**config.mk**
```make
export PLATFORM = sky130hd
export DESIGN_NAME = rpn_ctrl
export DESIGN_NICKNAME = d
export VERILOG_FILES = /design/src/rtl/rpn_pkg.sv /design/src/rtl/rpn_ctrl.sv
export SDC_FILE = /design/constraint.sdc
export NUM_CORES = 1
export LEC_CHECK = 0
export BUFFER_PORTS_ARGS = -buffer_cell sky130_fd_sc_hd__buf_4
export CAP_MARGIN = 20
export CORE_ASPECT_RATIO = 0.8
export CORE_MARGIN = 3
export CORE_UTILIZATION = 45
export DETAILED_ROUTE_END_ITERATION = 8
export GPL_ROUTABILITY_DRIVEN = 0
export PLACE_DENSITY = 0.67
export SYNTH_ARGS = -nofsm -noshare
export SYNTH_HDL_FRONTEND = slang
export SYNTH_SLANG_ARGS = --single-unit
```
**constraint.sdc**
```tcl
create_clock -name clock -period 2 [get_ports clock]
set_clock_uncertainty 0.15 [all_clocks]
set_input_delay 0.4 -clock clock [delete_from_list [all_inputs] [get_ports clock]]
set_output_delay 0.4 -clock clock [all_outputs]
set_load 0.1 [all_outputs]
```
**src/rtl/rpn_pkg.sv**
```systemverilog
// rpn_pkg: shared types and codes for the rpn stack evaluator
// holds beat payload structs, action/kind/error codes, datapath commands and fsm states
// no dependencies
package rpn_pkg;

   // input action codes (values above ACT_EOL are unknown commands)
   localparam logic [3:0] ACT_NUMBER = 4'd0;
   localparam logic [3:0] ACT_ADD    = 4'd1;
   localparam logic [3:0] ACT_SUB    = 4'd2;
   localparam logic [3:0] ACT_MUL    = 4'd3;
   localparam logic [3:0] ACT_DIV    = 4'd4;
   localparam logic [3:0] ACT_MOD    = 4'd5;
   localparam logic [3:0] ACT_PRINT  = 4'd6;
   localparam logic [3:0] ACT_DUP    = 4'd7;
   localparam logic [3:0] ACT_SWAP   = 4'd8;
   localparam logic [3:0] ACT_CLEAR  = 4'd9;
   localparam logic [3:0] ACT_EOL    = 4'd10;

   // result kinds
   localparam logic [1:0] KIND_LIST = 2'd0;
   localparam logic [1:0] KIND_EOL  = 2'd1;
   localparam logic [1:0] KIND_ERR  = 2'd2;

   // error codes
   localparam logic [1:0] ERR_EMPTY   = 2'd0;
   localparam logic [1:0] ERR_FULL    = 2'd1;
   localparam logic [1:0] ERR_ZDIV    = 2'd2;
   localparam logic [1:0] ERR_UNKNOWN = 2'd3;

   // divider widths: q16.16 dividend shifted up by 16, 32-bit divisor
   localparam int DIV_NUM_W = 48;
   localparam int DIV_DEN_W = 32;

   typedef struct packed {
      logic [3:0]          action;
      logic signed [31:0]  operand_value;
   } req_item_type;

   typedef struct packed {
      logic [1:0]          kind;
      logic signed [31:0]  value;
      logic [1:0]          error_code;
      logic                last;
   } rsp_item_type;

   typedef enum logic [4:0] {
      CMD_NONE,
      CMD_LOAD,
      CMD_PUSH_IN,
      CMD_POP,
      CMD_CAP_B,
      CMD_CAP_A,
      CMD_EMIT_ERR,
      CMD_ADD,
      CMD_SUB,
      CMD_MUL,
      CMD_MUL_FIX,
      CMD_DIV_START,
      CMD_MOD_START,
      CMD_DIV_FIX,
      CMD_MOD_FIX,
      CMD_PUSH_RES,
      CMD_PRINT_BEGIN,
      CMD_LIST_RD,
      CMD_LIST_EMIT,
      CMD_DUP_BEGIN,
      CMD_DUP_RD,
      CMD_DUP_WR,
      CMD_SWAP_BEGIN,
      CMD_SW_RD2,
      CMD_SW_WR1,
      CMD_SW_WR2,
      CMD_CLEAR,
      CMD_CLR_SEEN,
      CMD_EOL_EMIT,
      CMD_FINISH
   } dp_cmd_type;

   typedef struct packed {
      dp_cmd_type  cmd;
      logic [1:0]  err_code;
   } dp_ctrl_type;

   typedef struct packed {
      logic count_zero;
      logic count_lt2;
      logic idx_zero;
      logic dup_end;
      logic b_zero;
      logic bi_zero;
      logic cmd_seen;
      logic div_done;
   } dp_status_type;

   typedef enum logic [4:0] {
      ST_IDLE,
      ST_DISPATCH,
      ST_CAP_B,
      ST_CHK_B,
      ST_CAP_A,
      ST_ARITH,
      ST_MUL1,
      ST_MUL2,
      ST_DIV_GO,
      ST_DIV_WAIT,
      ST_PUSH_R,
      ST_LIST_RD,
      ST_LIST_EMIT,
      ST_DUP_RD,
      ST_DUP_WR,
      ST_SW_RD2,
      ST_SW_WR1,
      ST_SW_WR2,
      ST_EOL_EMIT,
      ST_FINISH
   } state_type;

endpackage

```
**src/rtl/rpn_ctrl.sv**
```systemverilog
// rpn_ctrl: token sequencer that steps the datapath through each action
// drives datapath commands from status; depends on rpn_pkg
module rpn_ctrl (
   input  logic                   clock,
   input  logic                   reset,
   input  logic                   start,
   input  logic [3:0]             action,
   input  rpn_pkg::dp_status_type status,
   output rpn_pkg::dp_ctrl_type   ctrl,
   output logic                   busy
);
   import rpn_pkg::*;

   state_type  state_ff, state_in;
   logic [3:0] act_ff, act_in;

   // state register
   always_ff @(posedge clock) begin
      if (reset) begin
         state_ff <= ST_IDLE;
      end else begin
         state_ff <= state_in;
      end
   end

   always_ff @(posedge clock) begin
      act_ff <= act_in;
   end

   // next state and commands
   always_comb begin
      state_in      = state_ff;
      act_in        = act_ff;
      ctrl.cmd      = CMD_NONE;
      ctrl.err_code = ERR_EMPTY;
      busy          = 1'b1;
      unique case (state_ff)
         ST_IDLE: begin
            busy = 1'b0;
            if (start) begin
               act_in   = action;
               ctrl.cmd = CMD_LOAD;
               state_in = ST_DISPATCH;
            end
         end
         ST_DISPATCH: begin
            priority case (act_ff)
               ACT_NUMBER: begin
                  ctrl.cmd = CMD_PUSH_IN;
                  state_in = ST_FINISH;
               end
               ACT_ADD, ACT_SUB, ACT_MUL, ACT_DIV, ACT_MOD: begin
                  ctrl.cmd = CMD_POP;
                  state_in = ST_CAP_B;
               end
               ACT_PRINT: begin
                  ctrl.cmd = CMD_PRINT_BEGIN;
                  state_in = status.count_zero ? ST_FINISH : ST_LIST_RD;
               end
               ACT_DUP: begin
                  ctrl.cmd = CMD_DUP_BEGIN;
                  state_in = status.count_zero ? ST_FINISH : ST_DUP_RD;
               end
               ACT_SWAP: begin
                  ctrl.cmd = CMD_SWAP_BEGIN;
                  state_in = status.count_lt2 ? ST_FINISH : ST_SW_RD2;
               end
               ACT_CLEAR: begin
                  ctrl.cmd = CMD_CLEAR;
                  state_in = ST_FINISH;
               end
               ACT_EOL: begin
                  if (status.cmd_seen) begin
                     ctrl.cmd = CMD_CLR_SEEN;
                     state_in = ST_FINISH;
                  end else begin
                     ctrl.cmd = CMD_POP;
                     state_in = ST_EOL_EMIT;
                  end
               end
               default: begin
                  ctrl.cmd      = CMD_EMIT_ERR;
                  ctrl.err_code = ERR_UNKNOWN;
                  state_in      = ST_FINISH;
               end
            endcase
         end
         ST_CAP_B: begin
            ctrl.cmd = CMD_CAP_B;
            state_in = ST_CHK_B;
         end
         ST_CHK_B: begin
            if (((act_ff == ACT_DIV) && status.b_zero) ||
                ((act_ff == ACT_MOD) && status.bi_zero)) begin
               ctrl.cmd      = CMD_EMIT_ERR;
               ctrl.err_code = ERR_ZDIV;
               state_in      = ST_FINISH;
            end else begin
               ctrl.cmd = CMD_POP;
               state_in = ST_CAP_A;
            end
         end
         ST_CAP_A: begin
            ctrl.cmd = CMD_CAP_A;
            if (act_ff == ACT_MUL) state_in = ST_MUL1;
            else if ((act_ff == ACT_DIV) || (act_ff == ACT_MOD)) state_in = ST_DIV_GO;
            else state_in = ST_ARITH;
         end
         ST_ARITH: begin
            ctrl.cmd = (act_ff == ACT_SUB) ? CMD_SUB : CMD_ADD;
            state_in = ST_PUSH_R;
         end
         ST_MUL1: begin
            ctrl.cmd = CMD_MUL;
            state_in = ST_MUL2;
         end
         ST_MUL2: begin
            ctrl.cmd = CMD_MUL_FIX;
            state_in = ST_PUSH_R;
         end
         ST_DIV_GO: begin
            ctrl.cmd = (act_ff == ACT_MOD) ? CMD_MOD_START : CMD_DIV_START;
            state_in = ST_DIV_WAIT;
         end
         ST_DIV_WAIT: begin
            if (status.div_done) begin
               ctrl.cmd = (act_ff == ACT_MOD) ? CMD_MOD_FIX : CMD_DIV_FIX;
               state_in = ST_PUSH_R;
            end
         end
         ST_PUSH_R: begin
            ctrl.cmd = CMD_PUSH_RES;
            state_in = ST_FINISH;
         end
         ST_LIST_RD: begin
            ctrl.cmd = CMD_LIST_RD;
            state_in = ST_LIST_EMIT;
         end
         ST_LIST_EMIT: begin
            ctrl.cmd = CMD_LIST_EMIT;
            state_in = status.idx_zero ? ST_FINISH : ST_LIST_RD;
         end
         ST_DUP_RD: begin
            if (status.dup_end) begin
               state_in = ST_FINISH;
            end else begin
               ctrl.cmd = CMD_DUP_RD;
               state_in = ST_DUP_WR;
            end
         end
         ST_DUP_WR: begin
            ctrl.cmd = CMD_DUP_WR;
            state_in = ST_DUP_RD;
         end
         ST_SW_RD2: begin
            ctrl.cmd = CMD_SW_RD2;
            state_in = ST_SW_WR1;
         end
         ST_SW_WR1: begin
            ctrl.cmd = CMD_SW_WR1;
            state_in = ST_SW_WR2;
         end
         ST_SW_WR2: begin
            ctrl.cmd = CMD_SW_WR2;
            state_in = ST_FINISH;
         end
         ST_EOL_EMIT: begin
            ctrl.cmd = CMD_EOL_EMIT;
            state_in = ST_FINISH;
         end
         ST_FINISH: begin
            ctrl.cmd = CMD_FINISH;
            state_in = ST_IDLE;
         end
         default: state_in = ST_IDLE;
      endcase
   end

endmodule

```
==> results of run 1 <==
cell families after synthesis:
kind of cell	count (synthesis)	share of synthesized area, %
AOI/OAI and AO/OA	59	34.6
buffers and inverters	20	8.13
xor gates and xnor gates	1	0.739
muxes	3	2.53
DFF	9	18.6
and+or+nand+nor	78	35.4
Yosys cell counts, types with 3 or more instances:
| cell | instances | area [um2] |
|---|---|---|
| sky130_fd_sc_hd__nand3_1 | 3 | 15.0 |
| sky130_fd_sc_hd__nor2b_1 | 7 | 43.8 |
| sky130_fd_sc_hd__inv_2 | 3 | 11.3 |
| sky130_fd_sc_hd__nand2_1 | 14 | 52.6 |
| sky130_fd_sc_hd__nand2b_1 | 6 | 37.5 |
| sky130_fd_sc_hd__a2bb2oi_1 | 3 | 26.3 |
| sky130_fd_sc_hd__edfxtp_1 | 4 | 120 |
| sky130_fd_sc_hd__nor4_1 | 3 | 18.8 |
| sky130_fd_sc_hd__o22ai_1 | 5 | 31.3 |
| sky130_fd_sc_hd__nor2_1 | 21 | 78.8 |
| sky130_fd_sc_hd__mux2i_1 | 3 | 30.0 |
| sky130_fd_sc_hd__inv_1 | 3 | 11.3 |
| sky130_fd_sc_hd__buf_2 | 11 | 55.1 |
| sky130_fd_sc_hd__nor3_1 | 11 | 55.1 |
| sky130_fd_sc_hd__nand3b_1 | 3 | 22.5 |
| sky130_fd_sc_hd__o21ai_0 | 6 | 30.0 |
| sky130_fd_sc_hd__a21oi_1 | 12 | 60.1 |
| sky130_fd_sc_hd__o21ai_1 | 3 | 15.0 |
| sky130_fd_sc_hd__dfxtp_1 | 5 | 100 |
| sky130_fd_sc_hd__a31oi_1 | 4 | 25.0 |
per-stage QoR:
| step | cells | hold slack, ns | area, um2 | util (%) |
|---|---|---|---|---|
| CTS | 274 | 0.170 | 2020 | 86.9 |
| detailed placement | 266 | 0.430 | 1840 | 79.1 |
| global placement | 266 | 0.428 | 1840 | 79.1 |
| floorplan | 170 | 0.319 | 1300 | - |
timing repair:
| action | in CTS |
|---|---|
| endpoints found under the setup margin | 10 |
| endpoints found under the hold margin | 0 |
| pin swaps | 6 |
| buffers inserted | 5 |
| gates resized for setup | 28 |
==> summary.md, run 1 <==
| Metric | Value |
|---|---|
| Worst setup slack before clock tree synthesis | -0.352 ns |
| Post-cts hold buffer count | 0 |
| Number of synthesized register bits | 9 |
| Number of unique standard cell types used by synthesis | 51 |
| X dimension of the die | 63.4 um |
| CTS sink cnt | 9 |
| Number of enable flip-flop cells after synthesis | 4 |
| Last stage the flow got to | 5_1_grt |
| H-tree levels | 1 |
| Yosys warning total | 0 |
| Portion of the post-synthesis area used by sequential elements | 18.6% |
| Post-synthesis async set-or-reset flop share | 0% |
| Most used DFF post-synth | sky130_fd_sc_hd__dfxtp_1 |
| Core Rows | 15 |
| Worst-slack endpoint at the end of global-route timing repair | ctrl[3] |
| Initial antenna violation count | 0 |
| Maximum number of pins on one net before global-route repair | 20 |
| CTS buffer count | 3 |
| Status | stopped before the end |
| I/O Buffers | 22 |
| Root buffer cell | sky130_fd_sc_hd__clkbuf_4 |
| Post-detailed-placement half-perimeter wirelength | 3640 um |
| Cell area after synthesis | 1180 um2 |
| Log Error | [ERROR DPL-0033] detailed placement checks failed during check placement. |
| Effective utilization at floorplan | 50.9% |
| WEP type | top-level output |
| Instance count of the mapped netlist | 170 |
| Post-synthesis net count | 185 |
| Worst-case clock buffer depth | 2 |
| Boundary Pins | 23 |
| Chip height | 51.9 um |
| Per-instance average area after synthesis | 6.97 um2 |
==> run 2: changes to the inputs <==
--- a/config.mk
+++ b/config.mk
@@ -7,12 +7,11 @@
 export LEC_CHECK = 0
 export BUFFER_PORTS_ARGS = -buffer_cell sky130_fd_sc_hd__buf_4
 export CAP_MARGIN = 20
-export CORE_ASPECT_RATIO = 0.8
 export CORE_MARGIN = 3
-export CORE_UTILIZATION = 45
+export CORE_UTILIZATION = 30
 export DETAILED_ROUTE_END_ITERATION = 8
 export GPL_ROUTABILITY_DRIVEN = 0
-export PLACE_DENSITY = 0.67
+export PLACE_DENSITY_LB_ADDON = 0.15
 export SYNTH_ARGS = -nofsm -noshare
 export SYNTH_HDL_FRONTEND = slang
 export SYNTH_SLANG_ARGS = --single-unit
==> constraint.sdc (replaced) <==
create_clock -name clock -period 2.6 [get_ports clock]
set_clock_uncertainty 0.15 [all_clocks]
set_input_delay 0.52 -clock clock [delete_from_list [all_inputs] [get_ports clock]]
set_output_delay 0.52 -clock clock [all_outputs]
set_load 0.1 [all_outputs]
==> run 2 against run 1 <==
The flow now finishes, with violations (negative setup slack). Synthesized cell count unchanged. Synthesized area unchanged.
==> summary.md, run 2 <==
| Metric | Value |
|---|---|
| H-tree levels | 1 |
| Post-route worst setup slack | -0.00354 ns |
| Worst-case clock buffer depth | 2 |
| Sort of element at the start of the critical path | register |
| Max reg flops | 5 |
| Drt drc | 0 |
| Most frequent cells after synthesis | sky130_fd_sc_hd__nor2_1, sky130_fd_sc_hd__nand2_1, sky130_fd_sc_hd__a21oi_1, sky130_fd_sc_hd__buf_2, sky130_fd_sc_hd__nor3_1 |
| Violations in the final reports | negative setup slack |
| # Max-Cap Violations | 0 |
| Setup Viol. Count Final | 1 |
| Detailed-route wire length per cell | 15.9 um |
| Dominant cells by area after synthesis | sky130_fd_sc_hd__edfxtp_1, sky130_fd_sc_hd__dfxtp_1, sky130_fd_sc_hd__nor2_1 |
| Setup slack of the most critical reg-to-reg path | 0.60 ns |
| Arrival time of data at the critical path endpoint | 1.93 ns |
| Setup repair after global routing missed its margin | true |
| Overall power of the completed layout | 2.29 mW |
| Detailed-routing iteration count for the pre-antenna-repair pass | 4 |
| Minimum period implied by the final worst setup slack | 2.60 ns |
| I/O Buffers | 22 |
| Clock slew at the register clock pins of the worst setup and hold paths | 0.05 ns |
| Register bank with the most flops | state_ff |
| Final net count | 225 |
| Critical Setup Path Class | register to primary output |
| Final Max Tran Viols | 0 |
| Final Hold Vio Count | 0 |
| Number of unique standard cell types used by synthesis | 51 |
| Worst min-delay path class | primary input to register |
| Power Dens Cells | 1360 nW/um2 |
| Yosys warning total | 0 |
| Status | finished, violations left |
| GRT Util Overall | 18.5% |
| Portion of the post-synthesis area used by sequential elements | 18.6% |
| Largest area contributor in the synthesized netlist | sky130_fd_sc_hd__edfxtp_1 |
| Worst setup slack before clock tree synthesis | 0.201 ns |
| Leakage dissipation | 0.663 nW |
| Commonest non-fill, non-tap cell in the layout | sky130_fd_sc_hd__buf_4 |
| Most used DFF post-synth | sky130_fd_sc_hd__dfxtp_1 |
| Initial detailed-routing violation count | 165 |
| Post-synthesis async set-or-reset flop share | 0% |
| Count of non-filler cells in the finished layout | 257 |
| Per-instance average area after synthesis | 6.97 um2 |
| Area grow syn2layout | 41.8% |
| Max-Slew Margin vs Limit | 59.8% |
| CTS sink cnt | 9 |
| Instance count of the mapped netlist | 170 |
| WL final | 4080 um |
| Worst hold-check slack | 0.310 ns |
| Worst r2r path cells | 5 |
| Chip height | 68.8 um |
| X dimension of the die | 68.8 um |
| Core utilization of the finished layout | 44.9% |
| CORE AREA | 3740 um2 |
| Post-detailed-placement half-perimeter wirelength | 3230 um |
| Number of cells in the design after placement | 248 |
| Routed via count | 1519 |
| Ratio of routed vias to standard cells | 5.91 |
| Antenna fix cells | 0 |
| Antenna Violating Nets Remaining | 0 |
| Maximum number of pins on one net before global-route repair | 17 |
| Hold Path Stages | 1 |
| Number of synthesized register bits | 9 |
| Root buffer cell | sky130_fd_sc_hd__clkbuf_8 |
| Registers with the most flip-flops | state_ff x5, act_ff x4 |
| Clock insertion delay at the later pin of the skew report | 0.24 ns |
| Cell area after synthesis | 1180 um2 |
| First-pass GRT wire length | 6640 um |
| Effective utilization at floorplan | 31.7% |
| Number of enable flip-flop cells after synthesis | 4 |
| Slew @ Worst Pin | 0.588 ns |
| CTS buffer count | 3 |
| Peak supply drop | 0.960 mV |
| Number of inserted filler cells in the final layout | 393 |
| Via count of the first global-routing pass | 1369 |
| Post-cts hold buffer count | 0 |
| Most instantiated library cell after synthesis | sky130_fd_sc_hd__nor2_1 |
| Overall die area | 4740 um2 |
| CP required | 1.93 ns |
| Critical path capture point type | primary output |
| Core Rows | 22 |
| Initial antenna violation count | 0 |
| Top library cells by usage in the layout, fill and taps aside | sky130_fd_sc_hd__buf_4, sky130_fd_sc_hd__nor2_1, sky130_fd_sc_hd__nand2_1 |
| Post-route cell area | 1680 um2 |
| Boundary Pins | 23 |
| Fraction of layout cells with a size suffix above 1 | 34.9% |
| TritonCTS clock tree | built |
| Synth top area share | 10.1% |
| Final worst-path cycle share | 100% |
| Post-synthesis net count | 185 |
| Highest attainable clock frequency | 384 MHz |
| Post-placement cell area | 1530 um2 |
| Maximum fanout along the worst path | 13 |
| Final total negative setup slack | -0.00354 ns |
| Congestion Overflow GR | 0 |
[run 2: worst paths after layout]
kind                 end        start
max reg2reg  state_ff[3]  state_ff[1]
max              ctrl[2]    act_ff[1]
min            act_ff[3]    action[3]
min reg2reg  state_ff[1]  state_ff[0]
[run 2: final cells by class]
type / instances / area [um2] / area share (%)
well taps: 48 / 60.1 / 3.57
flip-flops and latches: 9 / 224 / 13.3
repair buffers: 49 / 412 / 24.5
multi-input cells: 141 / 916 / 54.5
clock buffers: 3 / 41.3 / 2.46
clock inverters: 1 / 5.00 / 0.298
inverters: 6 / 22.5 / 1.34
[run 2: kinds of logic (layout without fill, tap and decap cells)]
logic type / count (synthesis) / count (layout) / share of synthesized area [%]
muxes: 3 / 3 / 2.53
buffers and inverters: 20 / 59 / 8.13
xor gates and xnor gates: 1 / 1 / 0.739
DFF: 9 / 9 / 18.6
AOI/OAI and AO/OA: 59 / 59 / 34.6
and+or+nand+nor: 78 / 78 / 35.4
[run 2: layer usage]
layer	global-route usage (%)	part of all wire, %
met1	25.2	44
met2	28.0	46
met3	4.38	7.5
met4	7.30	2.7
met5	0	0
[run 2: repair_timing]
action / CTS / global route
endpoints found under the hold margin: 0 / 0
endpoints found under the setup margin: 3 / 5
gates resized for setup: 6 / 11
setup buffers: 0 / 5
pin swaps: 2 / 3
[run 2: report_power, final]
| group | switching, mW | total (mW) | internal [mW] |
|---|---|---|---|
| clock | 0.0627 | 0.168 | 0.105 |
| combinational | 1.18 | 1.83 | 0.653 |
| sequential | 0.0872 | 0.290 | 0.203 |
[run 2: critical path: stages (launching register included)]
cell and delay, ns:
sky130_fd_sc_hd__edfxtp_1 0.45, sky130_fd_sc_hd__buf_4 0.24, sky130_fd_sc_hd__inv_2 0.08, sky130_fd_sc_hd__a21oi_1 0.13
sky130_fd_sc_hd__a2bb2oi_1 0.19, sky130_fd_sc_hd__o22ai_1 0.10, sky130_fd_sc_hd__a311o_1 0.30, sky130_fd_sc_hd__buf_6 0.19
Note: power is estimated with default switching activity, not from simulation.
==> run 3: changes to the inputs <==
--- a/config.mk
+++ b/config.mk
@@ -7,8 +7,8 @@
 export LEC_CHECK = 0
 export BUFFER_PORTS_ARGS = -buffer_cell sky130_fd_sc_hd__buf_4
 export CAP_MARGIN = 20
-export CORE_MARGIN = 3
 export CORE_UTILIZATION = 30
+export CTS_BUF_LIST = sky130_fd_sc_hd__clkbuf_2 sky130_fd_sc_hd__clkbuf_4 sky130_fd_sc_hd__clkbuf_8
 export DETAILED_ROUTE_END_ITERATION = 8
 export GPL_ROUTABILITY_DRIVEN = 0
 export PLACE_DENSITY_LB_ADDON = 0.15
==> run 3 against run 2 <==
The flow still finishes with violations (negative setup slack). Global-route usage rose by 1.5 points. Sequential power fell by 5%. Critical path depth did not move. Largest cell class unchanged.
==> summary.md, run 3 (synthesis gave the netlist of run 2 again) <==
| Metric | Value |
|---|---|
| Status | finished, violations left |
| Violations in the final reports | negative setup slack |
| Highest attainable clock frequency | 382 MHz |
| Minimum period implied by the final worst setup slack | 2.61 ns |
| Slew @ Worst Pin | 0.638 ns |
| Sort of element at the start of the critical path | register |
| X dimension of the die | 64.8 um |
| Area grow syn2layout | 41.9% |
| Register bank with the most flops | state_ff |
| CTS sink cnt | 9 |
| Post-detailed-placement half-perimeter wirelength | 3140 um |
| Final worst-path cycle share | 101% |
| Core Rows | 22 |
| Initial detailed-routing violation count | 163 |
| Critical Setup Path Class | register to primary output |
| Worst hold-check slack | 0.318 ns |
| Portion of total power attributed to combinational logic | 80.5% |
| TritonCTS clock tree | built |
| I/O Buffers | 22 |
| Peak supply drop | 0.750 mV |
| Critical Path Max Stage Delay | 0.43 ns |
| Registers with the most flip-flops | state_ff x5, act_ff x4 |
| Worst-case clock buffer depth | 2 |
| Routed via count | 1507 |
| Chip height | 64.8 um |
| Core utilization of the finished layout | 45.3% |
| Detailed-route wire length per cell | 15.9 um |
| Clock insertion delay at the later pin of the skew report | 0.23 ns |
| Drt drc | 0 |
| CTS buffer count | 3 |
| Leakage dissipation | 0.659 nW |
| Net load switching power | 1.32 mW |
| Arrival time of data at the critical path endpoint | 1.94 ns |
| Count of non-filler cells in the finished layout | 258 |
| Final Hold Vio Count | 0 |
| # Max-Cap Violations | 0 |
| Post-route worst setup slack | -0.0146 ns |
| Maximum number of pins on one net before global-route repair | 18 |
| Post-cts hold buffer count | 0 |
| Root buffer cell | sky130_fd_sc_hd__clkbuf_8 |
| Commonest non-fill, non-tap cell in the layout | sky130_fd_sc_hd__buf_4 |
| H-tree levels | 1 |
| Post-route cell area | 1680 um2 |
| Setup Viol. Count Final | 1 |
| Switching part of the total | 57.8% |
| Detailed-routing iteration count for the pre-antenna-repair pass | 4 |
| Setup repair after global routing missed its margin | true |
| Final Max Tran Viols | 0 |
| Power Dens Cells | 1360 nW/um2 |
| Number of cells in the design after placement | 246 |
| WL final | 4090 um |
| Relative contribution of the clock network to total power | 7.4% |
| Congestion Overflow GR | 0 |
| Critical path capture point type | primary output |
| Fraction of layout cells with a size suffix above 1 | 35.7% |
| Via count of the first global-routing pass | 1392 |
| Clock slew at the register clock pins of the worst setup and hold paths | 0.04 ns |
| Ratio of routed vias to standard cells | 5.84 |
| Final net count | 226 |
| Max-Slew Margin vs Limit | 56.4% |
| First-pass GRT wire length | 6470 um |
| Slowest cell on crit path | sky130_fd_sc_hd__edfxtp_1 |
| Proportion of power drawn by flip-flops and latches | 12.1% |
| Initial antenna violation count | 0 |
| Antenna Violating Nets Remaining | 0 |
| CP required | 1.93 ns |
| Final total negative setup slack | -0.0146 ns |
| Effective utilization at floorplan | 31.9% |
| Antenna fix cells | 0 |
| Post-placement cell area | 1500 um2 |
| Internal power | 0.965 mW |
| Boundary Pins | 23 |
| Cells traversed along the worst timing path | buf_6 -> clkbuf_2 -> a21oi_1 -> a2bb2oi_1 -> o22ai_1 -> a311o_1 -> buf_6 |
| Maximum fanout along the worst path | 6 |
| CORE AREA | 3720 um2 |
| Number of inserted filler cells in the final layout | 383 |
| GRT Util Overall | 20.0% |
| Critical path's most frequent cell | sky130_fd_sc_hd__buf_6 |
| Top library cells by usage in the layout, fill and taps aside | sky130_fd_sc_hd__buf_4, sky130_fd_sc_hd__nor2_1, sky130_fd_sc_hd__nand2_1 |
| Max reg flops | 5 |
| Worst min-delay path class | primary input to register |
| Overall die area | 4200 um2 |
run 3: cell types whose count changed in the layout (fill, tap and decap cells not counted), sizes merged:
cell	previous run	this run
clkbuf	3	5
clkinv	1	0
run 3: metrics by stage:
step | power, mW | worst slack, ns
final | 2.29 | -0.0146
after global routing | 2.41 | -0.115
after detailed placement | 1.92 | 0.163
after global placement | 1.93 | 0.193
after CTS | 2.18 | -0.00162
after floorplan | 1.52 | -0.0510
run 3: layer usage:
layer  share of wire (%)  wire (um)  GRT usage [%]
met2                  47       1910           31.6
met5                   0          0              0
met3                 7.4        302           2.99
met1                  42       1740           25.6
met4                 3.4        139           11.7
run 3: path summary, 6_finish.rpt:
kind / from / to / slack (ns) / cells after the start
worst min register to register: state_ff[2] / state_ff[2] / 0.65 / 4
worst max register to register: state_ff[1] / state_ff[3] / 0.63 / 5
worst min-delay path: action[1] / act_ff[1] / 0.32 / 1
worst max-delay path: act_ff[0] / ctrl[2] / -0.01 / 7
run 3: repair_timing:
item                       4_1_cts  5_1_grt
pin swaps                        2        2
setup buffers                    2        6
setup endpoints to repair        4        5
resized for setup                9        9
run 3: layout make-up:
type	instances	area (um2)	share of cell area, %
clock buffers	4	48.8	2.90
inverters	6	22.5	1.34
flip-flops and latches	9	223	13.2
multi-input cells	141	918	54.6
repair buffers	50	409	24.3
well taps	48	60.1	3.57
run 3: worst max-delay path: cells and delay by family, from the launching register on:
family | cells | cell delay, ns
flops | 1 | 0.43
buf+inv | 3 | 0.49
compound gates | 4 | 0.78
run 3: power groups by stage:
stage / logic [mW] / registers [mW] / clock network, mW
after floorplan: 1.29 / 0.234 / 0
after global placement: 1.66 / 0.273 / 0
after detailed placement: 1.65 / 0.272 / 0
after CTS: 1.74 / 0.267 / 0.175
after global routing: 1.94 / 0.283 / 0.185
final: 1.84 / 0.276 / 0.168
==> run 4: changes to the inputs <==
--- a/config.mk
+++ b/config.mk
@@ -11,7 +11,6 @@
 export CTS_BUF_LIST = sky130_fd_sc_hd__clkbuf_2 sky130_fd_sc_hd__clkbuf_4 sky130_fd_sc_hd__clkbuf_8
 export DETAILED_ROUTE_END_ITERATION = 8
 export GPL_ROUTABILITY_DRIVEN = 0
-export PLACE_DENSITY_LB_ADDON = 0.15
 export SYNTH_ARGS = -nofsm -noshare
 export SYNTH_HDL_FRONTEND = slang
 export SYNTH_SLANG_ARGS = --single-unit
==> run 4 against run 3 <==
The flow still finishes with violations (negative setup slack). Flip-flop and latch count unchanged. Critical endpoint unchanged. Wire length down 2.5%. Die area unchanged. Critical path depth down 1. Via count down 1.9%. Worst setup slack worse by 0.00086 ns. Final cell count down 1.6%. Utilization down 0.77 points. Clock-buffer cell count unchanged. Final area down 1.7%. Largest cell class unchanged. Clock power about the same. Sequential power up 13%.
==> summary.md, run 4 (synthesis gave the netlist of run 2 again) <==
| Metric | Value |
|---|---|
| Sort of element at the start of the critical path | register |
| Area used by multi-input combinational logic | 918 um2 |
| Final worst-path cycle share | 101% |
| Portion of total power attributed to combinational logic | 78.8% |
| Arrival time of data at the critical path endpoint | 1.95 ns |
| Post-cts hold buffer count | 0 |
| CORE AREA | 3720 um2 |
| Number of cells in the design after placement | 249 |
| Detailed-routing iteration count for the pre-antenna-repair pass | 6 |
| Switching part of the total | 58.0% |
| Congestion Overflow GR | 0 |
| Clock insertion delay at the later pin of the skew report | 0.23 ns |
| H-tree levels | 1 |
| Worst-case clock buffer depth | 2 |
| Power Dens Cells | 1370 nW/um2 |
| Net load switching power | 1.31 mW |
| WL final | 3990 um |
| Drt drc | 0 |
| Max reg flops | 5 |
| Antenna fix cells | 0 |
| Slew @ Worst Pin | 0.463 ns |
| Via count of the first global-routing pass | 1316 |
| Relative contribution of the clock network to total power | 7.4% |
| Worst min-delay path class | primary input to register |
| CP required | 1.93 ns |
| Ratio of routed vias to standard cells | 5.82 |
| Violations in the final reports | negative setup slack |
| Register bank with the most flops | state_ff |
| CTS sink cnt | 9 |
| Final Hold Vio Count | 0 |
| Maximum fanout along the worst path | 3 |
| Maximum number of pins on one net before global-route repair | 15 |
| Effective utilization at floorplan | 31.9% |
| Clock slew at the register clock pins of the worst setup and hold paths | 0.04 ns |
| Final Max Tran Viols | 0 |
| Worst hold-check slack | 0.320 ns |
| Highest attainable clock frequency | 382 MHz |
| Critical Setup Path Class | register to primary output |
| Detailed-route wire length per cell | 15.7 um |
| I/O Buffers | 22 |
| Fraction of layout cells with a size suffix above 1 | 34.5% |
| Count of non-filler cells in the finished layout | 254 |
| CTS buffer count | 3 |
| GRT Util Overall | 19.7% |
| Peak supply drop | 0.768 mV |
| Chip height | 64.8 um |
| X dimension of the die | 64.8 um |
| Antenna Violating Nets Remaining | 0 |
| Internal power | 0.947 mW |
| Setup Viol. Count Final | 2 |
| Core Rows | 22 |
| Initial detailed-routing violation count | 263 |
| TritonCTS clock tree | built |
| Routed via count | 1479 |
| Max-Slew Margin vs Limit | 68.3% |
| Status | finished, violations left |
| Post-route worst setup slack | -0.0155 ns |
| Footprint of the flip-flops and latches | 225 um2 |
| Boundary Pins | 23 |
| Top library cells by usage in the layout, fill and taps aside | sky130_fd_sc_hd__buf_4, sky130_fd_sc_hd__nor2_1, sky130_fd_sc_hd__nand2_1 |
| Critical path capture point type | primary output |
| First-pass GRT wire length | 6380 um |
| Area grow syn2layout | 39.5% |
| Leakage dissipation | 0.649 nW |
| Overall die area | 4200 um2 |
| Post-detailed-placement half-perimeter wirelength | 3090 um |
| Registers with the most flip-flops | state_ff x5, act_ff x4 |
| Root buffer cell | sky130_fd_sc_hd__clkbuf_8 |
| Final net count | 222 |
| # Max-Cap Violations | 0 |
| Setup repair after global routing missed its margin | true |
| Number of inserted filler cells in the final layout | 399 |
| Commonest non-fill, non-tap cell in the layout | sky130_fd_sc_hd__buf_4 |
| Initial antenna violation count | 0 |
| Proportion of power drawn by flip-flops and latches | 13.9% |
| Minimum period implied by the final worst setup slack | 2.62 ns |
[run 4: metal layers]
layer  track usage (%)  routed length (um)
met5                 0                   0
met4              5.83                  36
met3              2.64                 331
met2              28.0                1760
met1              30.1                1860
[run 4: final cells by class]
class / count / area share (%)
Sequential cell: 9 / 13.6
Timing Repair Buffer: 46 / 22.9
Inverter: 6 / 1.36
Multi-Input combinational cell: 141 / 55.6
Clock buffer: 4 / 2.95
Tap cell: 48 / 3.63
[run 4: repair_timing]
action / in CTS / in global routing
pin swaps: 0 / 2
resized for setup: 9 / 9
buffers inserted: 1 / 0
endpoints found under the setup margin: 4 / 4
[run 4: power groups by stage]
stage          sequential [mW]  clock (mW)  combinational, mW
5_1_grt                  0.318       0.177               1.88
4_1_cts                  0.305       0.171               1.69
6_report                 0.313       0.166               1.78
3_5_place_dp             0.298           0               1.64
2_1_floorplan            0.234           0               1.29
3_3_place_gp             0.297           0               1.65
[run 4: final timing paths]
path	start	end	cells past startpoint	slack, ns
setup reg to reg	state_ff[3]	state_ff[1]	7	0.63
setup / recovery	act_ff[3]	ctrl[2]	6	-0.02
hold reg to reg	state_ff[4]	state_ff[1]	3	0.57
hold / removal	action[1]	act_ff[1]	1	0.32
[run 4: per-stage QoR]
step	cell area [um2]	worst slack [ns]	setup TNS, ns	utilization (%)	power (mW)
3_3_place_gp	1530	0.172	0	41.1	1.95
5_1_grt	1650	-0.0592	-0.113	44.5	2.38
3_5_place_dp	1530	0.176	0	41.1	1.93
6_report	1650	-0.0155	-0.0174	44.5	2.26
4_1_cts	1610	0.00107	0	43.4	2.16
2_1_floorplan	1200	-0.0510	-0.0510	-	1.52
[run 4: critical path, cell delays in order, from the launching register on]
cell                       delay [ns]
sky130_fd_sc_hd__edfxtp_1        0.46
sky130_fd_sc_hd__nor4b_4         0.34
sky130_fd_sc_hd__nor4_1          0.09
sky130_fd_sc_hd__a31oi_1         0.21
sky130_fd_sc_hd__o22ai_1         0.11
sky130_fd_sc_hd__a311o_1         0.30
sky130_fd_sc_hd__buf_6           0.19
